--- src/hw/rtl/soilh_pkg.sv ---
package soilh_pkg;

  localparam int unsigned ADC_FULL_SCALE = 4095;
  localparam int unsigned R_SCALE        = 10000;

  localparam int unsigned ADC_W  = 12;
  localparam int unsigned RES_W  = 26;
  localparam int unsigned BAND_W = 3;
  localparam int unsigned HUM_W  = 10;

  localparam int unsigned DEN_W  = $clog2(ADC_FULL_SCALE + 1);

endpackage

--- src/hw/rtl/soilh_div.sv ---
module soilh_div (
  input  logic                      clk_i,
  input  logic                      rst_ni,
  input  logic                      en_i,
  input  logic                      valid_i,
  input  logic [soilh_pkg::RES_W-1:0] num_i,
  input  logic [soilh_pkg::DEN_W-1:0] den_i,
  input  logic                      open_i,
  output logic                      valid_o,
  output logic [soilh_pkg::RES_W-1:0] quo_o,
  output logic                      open_o
);
  import soilh_pkg::*;

  localparam int unsigned NST = RES_W;

  logic             cur_vld  [NST];
  logic [RES_W-1:0] cur_nq   [NST];
  logic [DEN_W-1:0] cur_rem  [NST];
  logic [DEN_W-1:0] cur_den  [NST];
  logic             cur_open [NST];

  logic [RES_W-1:0] nq_d   [NST];
  logic [DEN_W-1:0] rem_d  [NST];

  logic             vld_q  [NST];
  logic [RES_W-1:0] nq_q   [NST];
  logic [DEN_W-1:0] rem_q  [NST];
  logic [DEN_W-1:0] den_q  [NST];
  logic             open_q [NST];

  for (genvar s = 0; s < NST; s++) begin : g_stage
    logic [DEN_W:0] trial;
    logic [DEN_W:0] diff;
    logic           ge;

    if (s == 0) begin : g_first
      assign cur_vld[s]  = valid_i;
      assign cur_nq[s]   = num_i;
      assign cur_rem[s]  = '0;
      assign cur_den[s]  = den_i;
      assign cur_open[s] = open_i;
    end else begin : g_next
      assign cur_vld[s]  = vld_q[s-1];
      assign cur_nq[s]   = nq_q[s-1];
      assign cur_rem[s]  = rem_q[s-1];
      assign cur_den[s]  = den_q[s-1];
      assign cur_open[s] = open_q[s-1];
    end

    assign trial    = {cur_rem[s], cur_nq[s][RES_W-1]};
    assign diff     = trial - {1'b0, cur_den[s]};
    assign ge       = (trial >= {1'b0, cur_den[s]});
    assign rem_d[s] = ge ? diff[DEN_W-1:0] : trial[DEN_W-1:0];
    assign nq_d[s]  = {cur_nq[s][RES_W-2:0], ge};

    always_ff @(posedge clk_i or negedge rst_ni) begin
      if (!rst_ni) begin
        vld_q[s] <= 1'b0;
      end else if (en_i) begin
        vld_q[s] <= cur_vld[s];
      end
    end

    always_ff @(posedge clk_i) begin
      if (en_i) begin
        nq_q[s]   <= nq_d[s];
        rem_q[s]  <= rem_d[s];
        den_q[s]  <= cur_den[s];
        open_q[s] <= cur_open[s];
      end
    end
  end

  assign valid_o = vld_q[NST-1];
  assign quo_o   = nq_q[NST-1];
  assign open_o  = open_q[NST-1];

endmodule

--- src/hw/rtl/soilh_hum.sv ---
module soilh_hum (
  input  logic                        clk_i,
  input  logic                        rst_ni,
  input  logic                        en_i,
  input  logic                        valid_i,
  input  logic [soilh_pkg::RES_W-1:0]  res_i,
  input  logic                        open_i,
  output logic                        valid_o,
  output logic [soilh_pkg::RES_W-1:0]  res_o,
  output logic [soilh_pkg::BAND_W-1:0] band_o,
  output logic [soilh_pkg::HUM_W-1:0]  hum_o,
  output logic                        open_o
);
  import soilh_pkg::*;

  localparam int unsigned SEG_W  = 3;
  localparam int unsigned D_W    = 16;
  localparam int unsigned COEF_W = 9;
  localparam int unsigned X_W    = 25;
  localparam int unsigned DV_W   = 16;
  localparam int unsigned RCP_K  = 40;
  localparam int unsigned RCP_W  = 27;
  localparam int unsigned P_W    = X_W + RCP_W;

  localparam logic [SEG_W-1:0] SEG_DRY  = 3'd0;
  localparam logic [SEG_W-1:0] SEG_S1   = 3'd1;
  localparam logic [SEG_W-1:0] SEG_S2   = 3'd2;
  localparam logic [SEG_W-1:0] SEG_S3   = 3'd3;
  localparam logic [SEG_W-1:0] SEG_WET  = 3'd4;

  localparam int unsigned ANCHOR_100K = 100000;
  localparam int unsigned ANCHOR_50K  = 50000;
  localparam int unsigned ANCHOR_20K  = 20000;
  localparam int unsigned ANCHOR_10K  = 10000;

  localparam logic [DV_W-1:0] DV_50K = DV_W'(50000);
  localparam logic [DV_W-1:0] DV_30K = DV_W'(30000);
  localparam logic [DV_W-1:0] DV_10K = DV_W'(10000);

  localparam logic [RCP_W-1:0] RCP_50K = RCP_W'((64'd1 << RCP_K) / 64'd50000);
  localparam logic [RCP_W-1:0] RCP_30K = RCP_W'((64'd1 << RCP_K) / 64'd30000);
  localparam logic [RCP_W-1:0] RCP_10K = RCP_W'((64'd1 << RCP_K) / 64'd10000);

  localparam logic [BAND_W-1:0] BAND_1 = BAND_W'(1);
  localparam logic [BAND_W-1:0] BAND_2 = BAND_W'(2);
  localparam logic [BAND_W-1:0] BAND_3 = BAND_W'(3);
  localparam logic [BAND_W-1:0] BAND_4 = BAND_W'(4);

  typedef struct packed {
    logic [RES_W-1:0]  res;
    logic [BAND_W-1:0] band;
    logic              open;
    logic [HUM_W-1:0]  base;
    logic [SEG_W-1:0]  seg;
  } side_t;

  // stage 1: segment select
  side_t             s1_d, s1_q;
  logic [D_W-1:0]    dlt_d, dlt_q;
  logic [COEF_W-1:0] coef_d, coef_q;
  logic              v1_q;

  always_comb begin
    s1_d.res  = res_i;
    s1_d.open = open_i;
    s1_d.band = BAND_1;
    s1_d.base = '0;
    s1_d.seg  = SEG_DRY;
    dlt_d     = '0;
    coef_d    = COEF_W'(333);
    if (open_i) begin
      s1_d.res = '0;
    end else if (res_i >= RES_W'(ANCHOR_100K)) begin
      s1_d.band = BAND_1;
    end else if (res_i >= RES_W'(ANCHOR_50K)) begin
      s1_d.band = BAND_2;
      s1_d.seg  = SEG_S1;
      dlt_d     = D_W'(RES_W'(ANCHOR_100K) - res_i);
    end else if (res_i >= RES_W'(ANCHOR_20K)) begin
      s1_d.band = BAND_3;
      s1_d.seg  = SEG_S2;
      s1_d.base = HUM_W'(333);
      coef_d    = COEF_W'(334);
      dlt_d     = D_W'(RES_W'(ANCHOR_50K) - res_i);
    end else if (res_i >= RES_W'(ANCHOR_10K)) begin
      s1_d.band = BAND_4;
      s1_d.seg  = SEG_S3;
      s1_d.base = HUM_W'(667);
      dlt_d     = D_W'(RES_W'(ANCHOR_20K) - res_i);
    end else begin
      s1_d.band = BAND_4;
      s1_d.seg  = SEG_WET;
      s1_d.base = HUM_W'(1000);
    end
  end

  // stage 2: scale by slope
  side_t          s2_q;
  logic [X_W-1:0] x2_d, x2_q;
  logic           v2_q;

  assign x2_d = X_W'(dlt_q) * X_W'(coef_q);

  // stage 3: reciprocal estimate
  side_t            s3_q;
  logic [X_W-1:0]   x3_q;
  logic [RCP_W-1:0] rcp;
  logic [P_W-1:0]   prod;
  logic [HUM_W-1:0] q0_d, q0_q;
  logic             v3_q;

  always_comb begin
    case (s2_q.seg)
      SEG_S1:  rcp = RCP_50K;
      SEG_S2:  rcp = RCP_30K;
      default: rcp = RCP_10K;
    endcase
  end

  assign prod = P_W'(x2_q) * P_W'(rcp);
  assign q0_d = HUM_W'(prod >> RCP_K);

  // stage 4: correct and add base
  logic [DV_W-1:0]   dv;
  logic [X_W-1:0]    qd;
  logic [X_W-1:0]    rem;
  logic [HUM_W-1:0]  q;
  logic [HUM_W-1:0]  hum_d, hum_q;
  logic [RES_W-1:0]  res_q;
  logic [BAND_W-1:0] band_q;
  logic              open_q;
  logic              v4_q;

  always_comb begin
    case (s3_q.seg)
      SEG_S1:  dv = DV_50K;
      SEG_S2:  dv = DV_30K;
      default: dv = DV_10K;
    endcase
  end

  assign qd    = X_W'(X_W'(q0_q) * X_W'(dv));
  assign rem   = x3_q - qd;
  assign q     = (rem >= X_W'(dv)) ? q0_q + HUM_W'(1) : q0_q;
  assign hum_d = s3_q.base + q;

  always_ff @(posedge clk_i or negedge rst_ni) begin
    if (!rst_ni) begin
      v1_q <= 1'b0;
      v2_q <= 1'b0;
      v3_q <= 1'b0;
      v4_q <= 1'b0;
    end else if (en_i) begin
      v1_q <= valid_i;
      v2_q <= v1_q;
      v3_q <= v2_q;
      v4_q <= v3_q;
    end
  end

  always_ff @(posedge clk_i) begin
    if (en_i) begin
      s1_q   <= s1_d;
      dlt_q  <= dlt_d;
      coef_q <= coef_d;
      s2_q   <= s1_q;
      x2_q   <= x2_d;
      s3_q   <= s2_q;
      x3_q   <= x2_q;
      q0_q   <= q0_d;
      res_q  <= s3_q.res;
      band_q <= s3_q.band;
      open_q <= s3_q.open;
      hum_q  <= hum_d;
    end
  end

  assign valid_o = v4_q;
  assign res_o   = res_q;
  assign band_o  = band_q;
  assign hum_o   = hum_q;
  assign open_o  = open_q;

endmodule

--- src/hw/rtl/soil_probe_adc_to_humidity_core.sv ---
// Channel  Direction  Handshake                Payload
// in       sink       in_valid_i / in_ready_o  adc_sample_i
// out      source     out_valid_o/ out_ready_i resistance_o, band_o, humidity_tenths_o,
//                                              open_circuit_o
//
// One sample per cycle unless the output stalls. Stages: one input stage, one stage per
// quotient bit of the 26-bit restoring divider, four stages of band and interpolation.
// Reset clears only the valid bits along the pipeline.
// A stalled output holds the whole pipeline; in_ready_o follows out_ready_i while
// the output register is full.
module soil_probe_adc_to_humidity_core (
  input  logic                         clk_i,
  input  logic                         rst_ni,
  input  logic                         in_valid_i,
  output logic                         in_ready_o,
  input  logic [soilh_pkg::ADC_W-1:0]  adc_sample_i,
  output logic                         out_valid_o,
  input  logic                         out_ready_i,
  output logic [soilh_pkg::RES_W-1:0]  resistance_o,
  output logic [soilh_pkg::BAND_W-1:0] band_o,
  output logic [soilh_pkg::HUM_W-1:0]  humidity_tenths_o,
  output logic                         open_circuit_o
);
  import soilh_pkg::*;

  logic             en;
  logic             vld_q;
  logic [ADC_W-1:0] adc_q;
  logic             open_c;
  logic [RES_W-1:0] num;
  logic [DEN_W-1:0] den;

  logic             dv_vld;
  logic [RES_W-1:0] dv_quo;
  logic             dv_open;

  assign en         = !out_valid_o || out_ready_i;
  assign in_ready_o = en;

  always_ff @(posedge clk_i or negedge rst_ni) begin
    if (!rst_ni) begin
      vld_q <= 1'b0;
    end else if (en) begin
      vld_q <= in_valid_i;
    end
  end

  always_ff @(posedge clk_i) begin
    if (en) begin
      adc_q <= adc_sample_i;
    end
  end

  // full scale counts as open circuit: feed 0/1 to the divider
  assign open_c = (32'(adc_q) >= ADC_FULL_SCALE);
  assign num    = open_c ? '0 : RES_W'(RES_W'(adc_q) * RES_W'(R_SCALE));
  assign den    = open_c ? DEN_W'(1)
                         : DEN_W'(DEN_W'(ADC_FULL_SCALE) - DEN_W'(adc_q));

  soilh_div u_div (
    .clk_i   (clk_i),
    .rst_ni  (rst_ni),
    .en_i    (en),
    .valid_i (vld_q),
    .num_i   (num),
    .den_i   (den),
    .open_i  (open_c),
    .valid_o (dv_vld),
    .quo_o   (dv_quo),
    .open_o  (dv_open)
  );

  soilh_hum u_hum (
    .clk_i   (clk_i),
    .rst_ni  (rst_ni),
    .en_i    (en),
    .valid_i (dv_vld),
    .res_i   (dv_quo),
    .open_i  (dv_open),
    .valid_o (out_valid_o),
    .res_o   (resistance_o),
    .band_o  (band_o),
    .hum_o   (humidity_tenths_o),
    .open_o  (open_circuit_o)
  );

endmodule
--- config.mk ---
export PLATFORM = sky130hd
export DESIGN_NAME = soil_probe_adc_to_humidity_core
export DESIGN_NICKNAME = d
export VERILOG_FILES = /design/src/hw/rtl/soilh_pkg.sv /design/src/hw/rtl/soilh_div.sv /design/src/hw/rtl/soilh_hum.sv /design/src/hw/rtl/soil_probe_adc_to_humidity_core.sv
export SDC_FILE = /design/constraint.sdc
export NUM_CORES = 2
export LEC_CHECK = 0
export ABC_AREA = 1
export BUFFER_PORTS_ARGS = -buffer_cell sky130_fd_sc_hd__buf_2
export CAP_MARGIN = 20
export CORE_MARGIN = 2
export CORE_UTILIZATION = 65
export CTS_CLUSTER_SIZE = 10
export DETAILED_ROUTE_END_ITERATION = 6
export HOLD_SLACK_MARGIN = 0.1
export PLACE_DENSITY_LB_ADDON = 0.08
export SLEW_MARGIN = 20
export SYNTH_ARGS = -nofsm -noshare
export SYNTH_HDL_FRONTEND = slang
export SYNTH_SLANG_ARGS = --single-unit
--- constraint.sdc ---
create_clock -name clk_i -period 71.2 [get_ports clk_i]
set_input_delay 14.24 -clock clk_i [delete_from_list [all_inputs] [get_ports clk_i]]
set_output_delay 14.24 -clock clk_i [all_outputs]
set_load 0.01 [all_outputs]
-- Word-level counts from Yosys, hierarchy flattened
Memory sizes are Yosys's and may differ from the RTL's.
Index checks and enable logic that the tools add are counted.
- register bits after elaboration: 297
- word-level logic and storage cells: 184
- memory bits (writable): 1326
- output and inout bits: 42
- memories: 4
- $lt $le $gt $ge: 32
- equal/unequal tests: 4
- add/sub/neg operators: 33
- multipliers: 4
- reductions and logical operators: 5
- muxes and demuxes: 42
- memory list (name ; words ; bits a word ; rd ports ; clocked after memory_dff ; write ports ; RTL line ; source):
    u_div.nq_q ; 26 ; 26 ; 26 ; 0 ; 26 ; soilh_div.sv:27 ; logic [RES_W-1:0] nq_q [NST];
    u_div.den_q ; 26 ; 12 ; 25 ; 0 ; 26 ; soilh_div.sv:29 ; logic [DEN_W-1:0] den_q [NST];
    u_div.rem_q ; 26 ; 12 ; 25 ; 0 ; 26 ; soilh_div.sv:28 ; logic [DEN_W-1:0] rem_q [NST];
    u_div.open_q ; 26 ; 1 ; 26 ; 0 ; 26 ; soilh_div.sv:30 ; logic open_q [NST];
- operators by type and width (operator ; number):
    two-way mux 12 bit ; 29
    greater-or-equal comparator 13 x 12 -> 1 bit ; 25
    subtractor 12 bit ; 25
    case mux 27 bit (2 select lines) ; 1
    multiplier 25 x 27 -> 50 bit ; 1
    two-way mux 16 bit ; 3
    case mux 16 bit (2 select lines) ; 1
    subtractor 16 bit (first input constant) ; 2
    greater-or-equal comparator 26 x 14 -> 1 bit (second input constant) ; 1
    greater-or-equal comparator 26 x 15 -> 1 bit (second input constant) ; 1
    greater-or-equal comparator 26 x 16 -> 1 bit (second input constant) ; 1
    greater-or-equal comparator 26 x 17 -> 1 bit (second input constant) ; 1
    two-way mux 26 bit ; 1
    greater-or-equal comparator 25 x 16 -> 1 bit ; 1
    multiplier 10 x 16 -> 25 bit ; 1
    multiplier 16 x 9 -> 25 bit ; 1
    subtractor 25 bit ; 1
    multiplier 12 x 10 -> 22 bit (second input constant) ; 1
    subtractor 15 x 16 -> 16 bit (first input constant) ; 1
    greater-or-equal comparator 1 x 12 -> 1 bit ; 1
    greater-or-equal comparator 12 bit (second input constant) ; 1
    subtractor 1 x 12 -> 12 bit ; 1
    subtractor 12 bit (first input constant) ; 1
    adder 10 x 1 -> 10 bit (second input constant) ; 1
    12 further kinds ; 17

-- Logic depth before layout (Yosys ltp)
- word-level depth: 7
- mapped depth: 47

-- Modules after synthesis
From an unflattened synthesis, not the netlist that was laid out.
- cell total of the unflattened synthesis: 9964
- area, all modules: 102569.6 um^2
- by module, submodules not included (module ; area an instance (um^2) ; cells an instance ; instances):
    soilh_div ; 65131.2 ; 5969 ; 1
    soilh_hum ; 34578.2 ; 3596 ; 1
    soil_probe_adc_to_humidity_core ; 2860.2 ; 399 ; 1

-- Worst setup path before layout
Ideal clock, no wire load.
- path type: input port to output port
- start: in out_ready_i
- end: out in_ready_o
- buffers on the path: 2
- stages: 4
- setup slack: 3.096 ns
- data arrival time: 53.864 ns
- required time: 56.960 ns
- path through: inv_1 > nand2_1 > clkbuf_1 > clkbuf_1
- longest elaborated chain between the ends: 1
- ends and longest elaborated chain (item ; RTL line ; source):
    start: declaration ; soil_probe_adc_to_humidity_core.sv:18 ; input logic out_ready_i,
    logical OR 1 bit ; soil_probe_adc_to_humidity_core.sv:37 ; assign en = !out_valid_o || out_ready_i;
    end: declaration ; soil_probe_adc_to_humidity_core.sv:15 ; output logic in_ready_o,
Every way passes these cells.

-- Worst setup path in the final report
Same ends and word-level chain as after synthesis.

==> results.tsv <==
metric	value	unit
Yosys cell types	68	
r2r setup slk	62.15	ns
Routed Antenna Nets	0	
Worst path max stage delay	0.34	ns
Hold Path Sink	u_div.nq_q[12][30]	
Non-Filler Instances	9990	
critical path's slowest cell	nand2_4	
antenna violations before repair	0	
root buffer cell	clkbuf_16	
Storage cell area	44300	µm²
CTS Sinks	1482	
die width	377	µm
hold path cells	0	
GRT Total Usage	0.277	
Worst Hold Class	reg -> reg	
worst skew pair latency	0.81	ns
RSZ-0062 raised after global routing	no	
die height	377	µm
#FFs+latches synth	1482	
post-CTS setup buffer count	0	
Syn Nets	9413	
via count	55264	
final setup TNS	0	ns
CTS max path bufs	3	
pin count of the biggest net entering global routing	211	
YS warnings	0	
Clock transition at path regs	0.05	ns
Initial Util	0.656	
Cells after Synth	7963	
# DRC	0	
most frequent cells in the layout	1644 x inv_1, 1451 x edfxtp_1, 1077 x nand2_1, 767 x ha_1, 667 x fa_1	
Post-CTS Resized	0	
max-cap check violation count	0	
CTS Buf Count	171	
CORE AREA	138000	µm²
fmax	34.3	MHz
Final Skew	0.0562	ns
syn_area_per_cell	11.3	µm²
Slew headroom	0.313	
mean routed wirelength per cell	18.9	µm
Reg-to-Reg Start	u_hum.s2_q[1]	
critical path class	in -> out	
worst slew pin tran	1.03	ns
Cell Area, Synth	90300	µm²
detailed placer's ending HPWL	145	mm
global route overflow	0	
Final nets	9587	
outcome	finished, final reports clean	
fillers	9726	
Site Rows	136	
reg-to-reg critical path endpoint	u_hum.q0_q[9]	
IO Port Bufs	57	
most common cell after layout, fill and taps aside	inv_1	
die area	142000	µm²
most frequent cell on the critical path	buf_2	
worst path cell trace	buf_2 -> inv_1 -> nand2_4 -> buf_2	
Top-Level Pins	58	
critical path capture point type	output port	
vias in the first global route	56914	
CTS tree	done	
Synth Flop Type	edfxtp_1	
Critical Path Source Type	input port	
first-pass GRT wire length	304	mm
count of final setup violators	0	
arrival time at the worst endpoint	14.94	ns
Hold Buf Count CTS	0	
Pins Over Slew Limit	0	
ys async rst share	0.0209	
final clock period utilization by the worst path	0.410	
Area Growth Syn to Fin	8.16	%
placer congestion estimate	1.00	
final period demand of the worst path	29.18	ns
Register-to-Register Path Depth	25	
post-route cell area	97600	µm²
Final Hold Viols	0	
Placed Area	92700	µm²
Multi-input gate area	39300	µm²
Worst EP required	56.96	ns
DRT Wirelength	189	mm
sequential area share after synthesis	0.491	
HP Start	u_div.nq_q[12][3]	
Vias/cell	5.53	
placed insts	9756	
layout cells sized above 1	0.0401	
H-Tree Depth	4	
diode count	0	
DRT Pass-1 Iters	6	
Worst Path Max Fanout	42	
Initial DRC Count	3959	
Post-synth EDFFs	1451	
==> cell type report <==
| class | count | share of cell area |
|---|---|---|
| well taps | 1794 | 0.0230 |
| repair buffers | 93 | 0.00654 |
| multi-input cells | 4735 | 0.403 |
| flip-flops and latches | 1482 | 0.454 |
| inverters | 1654 | 0.0636 |
| clock buffers | 203 | 0.0453 |
| clock inverters | 29 | 0.00461 |
==> cell usage after synthesis (all sizes together), types with 2 or more instances <==
| master | number | area (µm²) |
|---|---|---|
| edfxtp | 1451 | 43600 |
| a21boi | 7 | 60.1 |
| ha | 767 | 9600 |
| o21a | 19 | 143 |
| o41ai | 10 | 87.6 |
| xnor2 | 115 | 1010 |
| a2111oi | 5 | 43.8 |
| a221oi | 2 | 17.5 |
| nand2 | 1083 | 4080 |
| and2 | 2 | 12.5 |
| nand3b | 6 | 45.0 |
| o22ai | 4 | 25.0 |
| a31oi | 36 | 225 |
| mux2 | 5 | 56.3 |
| fa | 667 | 13400 |
| a21oi | 426 | 2140 |
| a21o | 33 | 248 |
| clkbuf | 56 | 213 |
| or2 | 3 | 18.8 |
| xor2 | 172 | 1510 |
| o21bai | 26 | 195 |
| o31ai | 17 | 128 |
| o311ai | 14 | 123 |
| or4 | 2 | 15.0 |
| dfrtp | 31 | 776 |
| inv | 1650 | 6190 |
| o2111ai | 4 | 35.0 |
| nor4 | 23 | 144 |
| and3 | 3 | 18.8 |
| a211oi | 21 | 158 |
| clkinv | 4 | 15.0 |
| nand3 | 150 | 751 |
| o21ai | 354 | 1780 |
| nand4 | 68 | 425 |
| nor3 | 69 | 345 |
| nor2 | 589 | 2250 |
| o221ai | 5 | 43.8 |
| nor3b | 2 | 15.0 |
| o211ai | 13 | 103 |
| buf | 36 | 191 |
==> how the worst max path moves through the flow <==
stage            endpoint        start  cells past startpoint
2_1_floorplan  in_ready_o  out_ready_i                      4
3_3_place_gp   in_ready_o  out_ready_i                      4
3_5_place_dp   in_ready_o  out_ready_i                      4
4_1_cts        in_ready_o  out_ready_i                      4
5_1_grt        in_ready_o  out_ready_i                      4
6_report       in_ready_o  out_ready_i                      4
==> state kept, by name, indices dropped and copies added, names as in the netlist, 3 cells and up <==
name,count
u_hum.q0_q,10
u_div.rem_q,300
u_hum.s3_q,38
u_hum.s2_q,38
u_hum.x2_q,25
u_hum.s1_q,38
adc_q,12
u_hum.x3_q,25
u_div.cur_vld,25
u_div.nq_q,582
u_hum.res_o,26
u_hum.band_o,3
u_div.open_q,26
u_hum.dlt_q,16
u_hum.hum_o,10
u_div.den_q,300
==> routing by layer <==
layer	share of wire	track usage
met5	0	0
met4	0.041	0.109
met3	0.045	0.0372
met2	0.50	0.471
met1	0.42	0.363
==> cells by family (layout without fill, tap and decap cells) <==
family / after synthesis / after routing / synth area share
DFF: 1482 / 1482 / 0.491
and+or+nand+nor: 2003 / 2003 / 0.0902
adders and majority gates: 1434 / 1434 / 0.254
xor gates and xnor gates: 287 / 287 / 0.0278
AOI/OAI and AO/OA: 1005 / 1005 / 0.0625
buffers and inverters: 1746 / 1979 / 0.0733
muxes: 6 / 6 / 0.000735
==> per-stage QoR <==
stage	utilization	setup WS (ns)	hold slack, ns
2_1_floorplan	-	3.10	0.400
3_3_place_gp	0.674	42.01	0.400
3_5_place_dp	0.674	42.02	0.405
4_1_cts	0.709	42.03	0.401
5_1_grt	0.709	41.96	0.402
6_report	0.709	42.02	0.398
==> critical path, delay by kind of cell <==
| kind | cells | cell delay (ns) |
|---|---|---|
| buf+inv | 3 | 0.34 |
| simple gates | 1 | 0.34 |
Power is left out: the tool's default activity adds up to more than one toggle a clock period on the data nets, which glitch-free logic cannot reach.
